File: src/hw/rtl/flsh64_pkg.sv
// Shared types, constants and helpers for the four-lane stream hash.
package flsh64_pkg;

    typedef logic [63:0] word_t;

    localparam word_t PRIME_A = 64'h9e3779b185ebca87;
    localparam word_t PRIME_B = 64'hc2b2ae3d27d4eb4f;
    localparam word_t PRIME_C = 64'h165667b19e3779f9;
    localparam word_t PRIME_D = 64'h85ebca77c2b2ae63;
    localparam word_t PRIME_E = 64'h9fb21c651e98df25;
    localparam word_t FIN_M1  = 64'hff51afd7ed558ccd;
    localparam word_t FIN_M2  = 64'hc4ceb9fe1a85ec53;

    localparam logic [3:0] FULL_WORD_BYTES = 4'd8;
    localparam logic [1:0] BUF_FULL        = 2'd3;
    localparam logic [1:0] LAST_LANE       = 2'd3;
    localparam logic [1:0] MUL_LAST_STEP   = 2'd2;

    typedef enum logic [2:0] {
        ST_IDLE,
        ST_FOLD,
        ST_COMBINE,
        ST_MIXW,
        ST_MIXB,
        ST_FIN1,
        ST_FIN2,
        ST_EMIT
    } state_t;

    function automatic word_t rotl64(input word_t v, input int unsigned r);
        return (v << r) | (v >> (64 - r));
    endfunction

endpackage

File: src/hw/rtl/flsh64_msg_if.sv
// Message word channel: one 64-bit word per beat.
interface flsh64_msg_if;
    logic        valid;
    logic        ready;
    logic [63:0] word_data;
    logic [3:0]  byte_count;
    logic        last_item;
    logic [31:0] message_length;

    modport source (
        output valid, word_data, byte_count, last_item, message_length,
        input  ready
    );
    modport sink (
        input  valid, word_data, byte_count, last_item, message_length,
        output ready
    );
endinterface

File: src/hw/rtl/flsh64_hash_if.sv
// Hash result channel: one hash beat per message.
interface flsh64_hash_if;
    logic        valid;
    logic        ready;
    logic [63:0] hash_value;
    logic        length_error;

    modport source (
        output valid, hash_value, length_error,
        input  ready
    );
    modport sink (
        input  valid, hash_value, length_error,
        output ready
    );
endinterface

File: src/hw/rtl/four_lane_stream_hash64_top.sv
// Four-lane streaming 64-bit message hash, top level.
//
// msg carries a message as big-endian 64-bit words, one per beat; the first
// beat of a message also brings its total length, which seeds four lanes.
// hash returns one beat per message, after the beat with last_item set.
// All multiplications go through one 32x32 multiplier; a 64-bit product is
// summed from low x low, high x low and low x high partial products in turn.
// Non-last words that do not complete a four-word block are taken back to back.
// A block-completing word keeps msg.ready low while the four lanes are folded.
// The last beat gives the hash after an optional block fold, the lane combine,
// one mix per leftover word or tail byte, the finaliser and the output load.
// The result waits in an output register, so a stalled receiver blocks msg
// only once the next message's hash is ready to load.
// Reset clears all control state and drops hash.valid; msg.ready is high
// from reset onwards, as the sequencer starts idle.
module four_lane_stream_hash64_top
    import flsh64_pkg::*;
#(
    parameter int LENGTH_WIDTH = 32
)(
    input  logic          clk,
    input  logic          rst_n,
    flsh64_msg_if.sink    msg,
    flsh64_hash_if.source hash
);

    localparam word_t LEN_MASK64 = {64{1'b1}} >> (64 - LENGTH_WIDTH);
    localparam logic [LENGTH_WIDTH-1:0] LEN_MAX = '1;

    state_t                  state_reg, state_next;
    logic [1:0]              step_reg, step_next;
    logic [1:0]              idx_reg, idx_next;
    logic [2:0]              byte_reg, byte_next;
    logic [3:0]              cnt_reg, cnt_next;
    logic                    last_reg, last_next;
    logic [1:0]              bufc_reg, bufc_next;
    logic [LENGTH_WIDTH-1:0] seen_reg, seen_next;
    logic [LENGTH_WIDTH-1:0] exp_reg, exp_next;
    logic                    in_msg_reg, in_msg_next;
    logic                    fault_reg, fault_next;
    logic                    out_valid_reg, out_valid_next;

    word_t word_reg, word_next;
    word_t acc_reg, acc_next;
    word_t h_reg, h_next;
    word_t lane_reg [4];
    word_t lane_next [4];
    word_t out_hash_reg, out_hash_next;
    logic  out_err_reg, out_err_next;
    word_t wbuf_reg [3];
    logic  wbuf_we;

    logic                    acc_in;
    logic [3:0]              cnt_eff;
    logic                    over8;
    logic [1:0]              bufc_base;
    logic [LENGTH_WIDTH-1:0] seen_base;
    logic                    fault_base;
    logic                    short_word;
    logic                    fold_now;
    logic [LENGTH_WIDTH:0]   sum_ext;
    word_t                   len64;

    logic        mul_busy, mul_done;
    word_t       mul_x, mul_c, mul_res, mix_w, prod;
    logic [31:0] mul_a, mul_b;

    assign msg.ready        = (state_reg == ST_IDLE);
    assign hash.valid       = out_valid_reg;
    assign hash.hash_value  = out_hash_reg;
    assign hash.length_error = out_err_reg;

    assign acc_in     = msg.valid && msg.ready;
    assign over8      = msg.byte_count > FULL_WORD_BYTES;
    assign cnt_eff    = over8 ? FULL_WORD_BYTES : msg.byte_count;
    assign bufc_base  = in_msg_reg ? bufc_reg : 2'd0;
    assign seen_base  = in_msg_reg ? seen_reg : '0;
    assign fault_base = in_msg_reg && fault_reg;
    assign short_word = !msg.last_item && (cnt_eff != FULL_WORD_BYTES);
    assign fold_now   = (bufc_base == BUF_FULL) && (cnt_eff == FULL_WORD_BYTES);
    assign sum_ext    = {1'b0, seen_base} + (LENGTH_WIDTH+1)'(cnt_eff);
    assign len64      = {32'd0, msg.message_length} & LEN_MASK64;

    // shared multiplier: operand and constant picked by the sequencer
    always_comb
    begin
        case (idx_reg)
            2'd0:    mix_w = wbuf_reg[0];
            2'd1:    mix_w = wbuf_reg[1];
            2'd2:    mix_w = wbuf_reg[2];
            default: mix_w = word_reg;
        endcase
        if (idx_reg == bufc_reg)
        begin
            mix_w = word_reg;
        end

        mul_x = '0;
        mul_c = '0;
        case (state_reg)
            ST_FOLD:
            begin
                case (idx_reg)
                    2'd0:
                    begin
                        mul_x = rotl64(lane_reg[0] ^ wbuf_reg[0], 29);
                        mul_c = PRIME_E;
                    end
                    2'd1:
                    begin
                        mul_x = rotl64(lane_reg[1] ^ wbuf_reg[1], 31);
                        mul_c = PRIME_A;
                    end
                    2'd2:
                    begin
                        mul_x = rotl64(lane_reg[2] ^ wbuf_reg[2], 33);
                        mul_c = PRIME_B;
                    end
                    default:
                    begin
                        mul_x = rotl64(lane_reg[3] ^ word_reg, 35);
                        mul_c = PRIME_C;
                    end
                endcase
            end
            ST_MIXW:
            begin
                mul_x = rotl64(h_reg ^ mix_w, 27);
                mul_c = PRIME_E;
            end
            ST_MIXB:
            begin
                mul_x = rotl64(h_reg ^ {56'd0, word_reg[63:56]}, 11);
                mul_c = PRIME_A;
            end
            ST_FIN1:
            begin
                mul_x = h_reg ^ (h_reg >> 33);
                mul_c = FIN_M1;
            end
            ST_FIN2:
            begin
                mul_x = h_reg ^ (h_reg >> 29);
                mul_c = FIN_M2;
            end
            default:
            begin
                mul_x = '0;
                mul_c = '0;
            end
        endcase
    end

    assign mul_busy = state_reg inside {ST_FOLD, ST_MIXW, ST_MIXB, ST_FIN1, ST_FIN2};
    assign mul_done = mul_busy && (step_reg == MUL_LAST_STEP);
    assign mul_a    = (step_reg == 2'd1) ? mul_x[63:32] : mul_x[31:0];
    assign mul_b    = (step_reg == MUL_LAST_STEP) ? mul_c[63:32] : mul_c[31:0];
    assign prod     = {32'd0, mul_a} * {32'd0, mul_b};
    assign mul_res  = acc_reg + {prod[31:0], 32'd0};

    // next state
    always_comb
    begin
        state_next = state_reg;
        case (state_reg)
            ST_IDLE:
            begin
                if (acc_in && !short_word)
                begin
                    if (fold_now)
                        state_next = ST_FOLD;
                    else if (msg.last_item)
                        state_next = ST_COMBINE;
                end
            end
            ST_FOLD:
            begin
                if (mul_done && (idx_reg == LAST_LANE))
                    state_next = last_reg ? ST_COMBINE : ST_IDLE;
            end
            ST_COMBINE:
            begin
                if ((bufc_reg != 2'd0) || (cnt_reg == FULL_WORD_BYTES))
                    state_next = ST_MIXW;
                else if (cnt_reg != 4'd0)
                    state_next = ST_MIXB;
                else
                    state_next = ST_FIN1;
            end
            ST_MIXW:
            begin
                if (mul_done)
                begin
                    if (idx_reg == bufc_reg)
                        state_next = ST_FIN1;
                    else if ((idx_reg + 2'd1) != bufc_reg)
                        state_next = ST_MIXW;
                    else if (cnt_reg == FULL_WORD_BYTES)
                        state_next = ST_MIXW;
                    else if (cnt_reg != 4'd0)
                        state_next = ST_MIXB;
                    else
                        state_next = ST_FIN1;
                end
            end
            ST_MIXB:
            begin
                if (mul_done && (({1'b0, byte_reg} + 4'd1) == cnt_reg))
                    state_next = ST_FIN1;
            end
            ST_FIN1:
            begin
                if (mul_done)
                    state_next = ST_FIN2;
            end
            ST_FIN2:
            begin
                if (mul_done)
                    state_next = ST_EMIT;
            end
            ST_EMIT:
            begin
                if (!out_valid_reg || hash.ready)
                    state_next = ST_IDLE;
            end
            default:
            begin
                state_next = ST_IDLE;
            end
        endcase
    end

    // datapath and outputs
    always_comb
    begin
        step_next      = mul_busy ? (mul_done ? 2'd0 : step_reg + 2'd1) : 2'd0;
        idx_next       = idx_reg;
        byte_next      = byte_reg;
        cnt_next       = cnt_reg;
        last_next      = last_reg;
        bufc_next      = bufc_reg;
        seen_next      = seen_reg;
        exp_next       = exp_reg;
        in_msg_next    = in_msg_reg;
        fault_next     = fault_reg;
        out_valid_next = out_valid_reg && !hash.ready;
        word_next      = word_reg;
        h_next         = h_reg;
        out_hash_next  = out_hash_reg;
        out_err_next   = out_err_reg;
        wbuf_we        = 1'b0;
        for (int i = 0; i < 4; i++)
        begin
            lane_next[i] = lane_reg[i];
        end

        case (step_reg)
            2'd0:    acc_next = prod;
            2'd1:    acc_next = mul_res;
            default: acc_next = acc_reg;
        endcase

        case (state_reg)
            ST_IDLE:
            begin
                if (acc_in)
                begin
                    if (!in_msg_reg)
                    begin
                        exp_next     = len64[LENGTH_WIDTH-1:0];
                        lane_next[0] = PRIME_A ^ len64;
                        lane_next[1] = PRIME_B + len64;
                        lane_next[2] = PRIME_C ^ (len64 << 1);
                        lane_next[3] = PRIME_D + (len64 << 1);
                    end
                    in_msg_next = 1'b1;
                    fault_next  = fault_base || over8;
                    seen_next   = seen_base;
                    bufc_next   = bufc_base;
                    if (short_word)
                    begin
                        fault_next = 1'b1;
                    end
                    else
                    begin
                        if (sum_ext[LENGTH_WIDTH])
                        begin
                            seen_next  = LEN_MAX;
                            fault_next = 1'b1;
                        end
                        else
                        begin
                            seen_next = sum_ext[LENGTH_WIDTH-1:0];
                        end
                        word_next = msg.word_data;
                        idx_next  = 2'd0;
                        byte_next = 3'd0;
                        last_next = msg.last_item;
                        cnt_next  = fold_now ? 4'd0 : cnt_eff;
                        if (!msg.last_item && !fold_now)
                        begin
                            wbuf_we   = 1'b1;
                            bufc_next = bufc_base + 2'd1;
                        end
                        if (msg.last_item)
                        begin
                            in_msg_next = 1'b0;
                        end
                    end
                end
            end
            ST_FOLD:
            begin
                if (mul_done)
                begin
                    lane_next[idx_reg] = mul_res;
                    idx_next           = idx_reg + 2'd1;
                    if (idx_reg == LAST_LANE)
                    begin
                        bufc_next = 2'd0;
                    end
                end
            end
            ST_COMBINE:
            begin
                h_next = lane_reg[0] ^ rotl64(lane_reg[1], 17) ^
                         rotl64(lane_reg[2], 31) ^ rotl64(lane_reg[3], 47);
                idx_next  = 2'd0;
                byte_next = 3'd0;
            end
            ST_MIXW:
            begin
                if (mul_done)
                begin
                    h_next   = mul_res;
                    idx_next = idx_reg + 2'd1;
                end
            end
            ST_MIXB:
            begin
                if (mul_done)
                begin
                    h_next    = mul_res;
                    byte_next = byte_reg + 3'd1;
                    word_next = word_reg << 8;
                end
            end
            ST_FIN1, ST_FIN2:
            begin
                if (mul_done)
                begin
                    h_next = mul_res;
                end
            end
            ST_EMIT:
            begin
                if (!out_valid_reg || hash.ready)
                begin
                    out_valid_next = 1'b1;
                    out_hash_next  = h_reg ^ (h_reg >> 32);
                    out_err_next   = fault_reg || (seen_reg != exp_reg);
                end
            end
            default:
            begin
                h_next = h_reg;
            end
        endcase
    end

    always_ff @(posedge clk or negedge rst_n)
    begin
        if (!rst_n)
        begin
            state_reg     <= ST_IDLE;
            step_reg      <= '0;
            idx_reg       <= '0;
            byte_reg      <= '0;
            cnt_reg       <= '0;
            last_reg      <= 1'b0;
            bufc_reg      <= '0;
            seen_reg      <= '0;
            exp_reg       <= '0;
            in_msg_reg    <= 1'b0;
            fault_reg     <= 1'b0;
            out_valid_reg <= 1'b0;
        end
        else
        begin
            state_reg     <= state_next;
            step_reg      <= step_next;
            idx_reg       <= idx_next;
            byte_reg      <= byte_next;
            cnt_reg       <= cnt_next;
            last_reg      <= last_next;
            bufc_reg      <= bufc_next;
            seen_reg      <= seen_next;
            exp_reg       <= exp_next;
            in_msg_reg    <= in_msg_next;
            fault_reg     <= fault_next;
            out_valid_reg <= out_valid_next;
        end
    end

    always_ff @(posedge clk)
    begin
        word_reg     <= word_next;
        acc_reg      <= acc_next;
        h_reg        <= h_next;
        out_hash_reg <= out_hash_next;
        out_err_reg  <= out_err_next;
        for (int i = 0; i < 4; i++)
        begin
            lane_reg[i] <= lane_next[i];
        end
    end

    always_ff @(posedge clk)
    begin
        if (wbuf_we)
        begin
            wbuf_reg[bufc_base] <= msg.word_data;
        end
    end

endmodule

File: src/flat_wrapper.sv
// flat-port wrapper written by rule: the top's interface ports become plain ports
module four_lane_stream_hash64_top_flat import flsh64_pkg::*;
#(
    parameter int LENGTH_WIDTH = 32
)
  (clk, rst_n, msg_valid, msg_word_data, msg_byte_count, msg_last_item, msg_message_length, msg_ready, hash_valid, hash_hash_value, hash_length_error, hash_ready);
  flsh64_msg_if msg_i ();
  flsh64_hash_if hash_i ();
  input  logic clk;
  input  logic rst_n;
  input wire logic [$bits(msg_i.valid)-1:0] msg_valid;
  input wire logic [$bits(msg_i.word_data)-1:0] msg_word_data;
  input wire logic [$bits(msg_i.byte_count)-1:0] msg_byte_count;
  input wire logic [$bits(msg_i.last_item)-1:0] msg_last_item;
  input wire logic [$bits(msg_i.message_length)-1:0] msg_message_length;
  output wire logic [$bits(msg_i.ready)-1:0] msg_ready;
  output wire logic [$bits(hash_i.valid)-1:0] hash_valid;
  output wire logic [$bits(hash_i.hash_value)-1:0] hash_hash_value;
  output wire logic [$bits(hash_i.length_error)-1:0] hash_length_error;
  input wire logic [$bits(hash_i.ready)-1:0] hash_ready;
  assign msg_i.valid = msg_valid;
  assign msg_i.word_data = msg_word_data;
  assign msg_i.byte_count = msg_byte_count;
  assign msg_i.last_item = msg_last_item;
  assign msg_i.message_length = msg_message_length;
  assign msg_ready = msg_i.ready;
  assign hash_valid = hash_i.valid;
  assign hash_hash_value = hash_i.hash_value;
  assign hash_length_error = hash_i.length_error;
  assign hash_i.ready = hash_ready;
  four_lane_stream_hash64_top #(.LENGTH_WIDTH(LENGTH_WIDTH)) u_core (.clk(clk), .rst_n(rst_n), .msg(msg_i), .hash(hash_i));
endmodule
File: config.mk
export PLATFORM = sky130hd
export DESIGN_NAME = four_lane_stream_hash64_top_flat
export DESIGN_NICKNAME = d
export VERILOG_FILES = /design/src/hw/rtl/flsh64_pkg.sv /design/src/hw/rtl/flsh64_msg_if.sv /design/src/hw/rtl/flsh64_hash_if.sv /design/src/hw/rtl/four_lane_stream_hash64_top.sv /design/src/flat_wrapper.sv
export SDC_FILE = /design/constraint.sdc
export NUM_CORES = 2
export LEC_CHECK = 0
export BUFFER_PORTS_ARGS = -buffer_cell sky130_fd_sc_hd__buf_2
export CAP_MARGIN = 20
export CORE_UTILIZATION = 37
export DETAILED_ROUTE_END_ITERATION = 16
export PLACE_DENSITY = 0.52
export SYNTH_ARGS = -nofsm -noshare
export SYNTH_HDL_FRONTEND = slang
export SYNTH_SLANG_ARGS = --single-unit
File: constraint.sdc
create_clock -name clk -period 20.1 [get_ports clk]
set_clock_uncertainty 0.15 [all_clocks]
set_input_delay 2.01 -clock clk [delete_from_list [all_inputs] [get_ports clk]]
set_output_delay 2.01 -clock clk [all_outputs]
set_load 0.02 [all_outputs]
==> impl_metrics.ini <==
[placement]
dp_hpwl_um = 283000
port_buffers = 171
place_congestion = 1.05
dpl_cell_area_mm2 = 0.0816

[logic_synthesis]
syn_inst = 8108
synth_area_mm2 = 0.0774
syn_nets = 9425
yosysSeqAreaShare_pct = 30.1
avgSynthCellArea_um2 = 9.55
synth_edf_count = 705
synth_seq_cells = 789
ys.flop_type = edfxtp_1
async_flop_share_pct = 10.6
yosysTopAreaCellShare_pct = 27.3
ys.warnings.count = 0
synth.distinct_cells = 90
yosys.area.top_type = edfxtp_1
synthTopCellsByArea = edfxtp_1 27%, fa_1 23%, nand2_1 6.2%

[route]
drtAntennaViolNets = 0
drt_pre_antenna_iters = 14
drt-wirelength-per-cell_um = 33.6
drcViolationCount = 0
drtIter0Drc = 9714
vias_per_cell = 5.93
routed-via-count = 64600
drt-total-wl_um = 366000

[setup_path]
cp_slowest_cell = xor2_1
cp.required_ns = 20.52
critPathMaxFanout = 54
critPathCaptureType = register
startpoint_type = register
max_stage_delay_ns = 0.84
worst-path-buf-inv = 9
critPathArrivalTime_ns = 14.82
crit_top_cell = fa_1
path_class = reg -> reg
path_delay_family = adder cells

[clock_tree]
cts_made_buffers = 90
postCtsHoldBufs = 0
root_buffer = clkbuf_16
cts_tree = built
clock_latency_ns = 0.76
path_clk_slew_ns = 0.06
cts.sinks = 789
cts_setup_buffers = 0
htreeDepth = 3
cts-resized-gates = 0
clock_tree.buffer_depth = 3

[global_routing]
grt_max_degree = 133
grtUsageTotal_pct = 34.4
grt_pass1_vias = 62100
grt_overflow = 0
antenna_found_initial = 20
grt_pass1_wl_um = 505000

[cells_and_area]
fillers = 20500
synthToLayoutAreaGrowth_pct = 9.20
largest_reg_flops = 256
ff_latch_area_mm2 = 0.0233
drive_gt1_share_pct = 7.98
utilization_pct = 40.7
finalNetCount = 9340
multiInputGateArea_mm2 = 0.0488
stdcell_area_mm2 = 0.0845
final_cell_mix = 1275 x nand2_1, 985 x inv_1, 898 x fa_1
layout_commonest_cell = nand2_1

[sta]
holdWs_ns = 0.380
hold_violations = 0
finalSetupViolations = 0
max_clock_freq_ghz = 0.0695
max_slew_margin_pct = 5.25
rsz0062_at_grt = no
fin_setup_tns_ns = 0
finalCritPeriodShare_pct = 71.6
worstMarginPinSlew_ns = 1.41
drv_slew = 0
period_minus_slack_ns = 14.40

[die]
die_w_um = 459
die_area_mm2 = 0.211
rows = 167
die_h_um = 459
core_mm2 = 0.207
ios = 172
initial_utilization_pct = 37.3

[status]
status = finished clean

[min_path]
hold_path.class = reg -> reg

[flow_run]
max_cap_viol_count = 0
area by class of cell:
class | instances | area share, %
tap | 2788 | 4.13
sequential | 789 | 27.5
antenna | 13 | 0.0385
multi-input combinational | 5788 | 57.7
clock buffer | 110 | 2.79
clock inverter | 53 | 0.558
timing repair buffer | 364 | 2.81
inverter | 990 | 4.40
worst min-delay path: cells and delay by family (launching register included):
kind / cells / cell delay [ns]
DFF: 1 / 0.38
and+or+nand+nor: 2 / 0.12
routing by layer:
layer | vias to the layer above | wire, µm | track usage [%]
met3 | 718 | 44300 | 11.0
met4 | 12 | 18000 | 14.0
li1 | 26500 | - | -
met1 | 33300 | 152000 | 47.7
met5 | - | 77 | 0
met2 | 4054 | 152000 | 49.1
cells in the mapped netlist, drive strengths merged, types with 42 or more instances:
| cell type | count |
|---|---|
| xnor2 | 365 |
| fa | 898 |
| inv | 987 |
| dfrtp | 84 |
| nand3 | 96 |
| ha | 314 |
| clkbuf | 399 |
| nand2 | 1277 |
| o21ai | 400 |
| a21o | 60 |
| buf | 142 |
| a222oi | 129 |
| xor2 | 365 |
| nor2 | 677 |
| and2 | 83 |
| nor3 | 42 |
| a21oi | 413 |
| edfxtp | 705 |
| mux2i | 82 |
| a221oi | 51 |
logic make-up (layout without fill, tap and decap cells):
kind of cell / Yosys count / after routing / share of synthesized area (%)
compound gates: 1381 / 1381 / 11.7
buf+inv: 1531 / 1517 / 7.60
mux: 115 / 115 / 1.54
xor+xnor: 730 / 730 / 8.26
flops: 789 / 789 / 30.1
fa+ha+maj: 1212 / 1212 / 28.3
other cells: 0 / 13 / 0
simple gates: 2350 / 2350 / 12.5
path summary, 6_finish.rpt:
check	startpoint	endpoint	slack, ns	depth (start not counted)
max	u_core.idx_reg[0]	u_core.lane_reg[1][59]	5.70	39
min	u_core.last_reg	u_core.last_reg	0.38	2
min reg2reg	u_core.last_reg	u_core.last_reg	0.38	2
max reg2reg	u_core.idx_reg[0]	u_core.lane_reg[1][59]	5.70	39
max in group asynchronous	rst_n	u_core.seen_reg[3]	17.58	2
min in group asynchronous	rst_n	u_core.seen_reg[16]	1.09	1
per-stage QoR:
step / setup slack (ns) / std cells
after detailed placement: 6.12 / 10700
after floorplan: 6.07 / 8108
final: 5.70 / 10900
after global placement: 6.26 / 10700
after CTS: 6.06 / 10900
after global routing: 5.31 / 10900
Power is left out: the tool's default activity adds up to more than one toggle a clock period on the data nets, which glitch-free logic cannot reach.
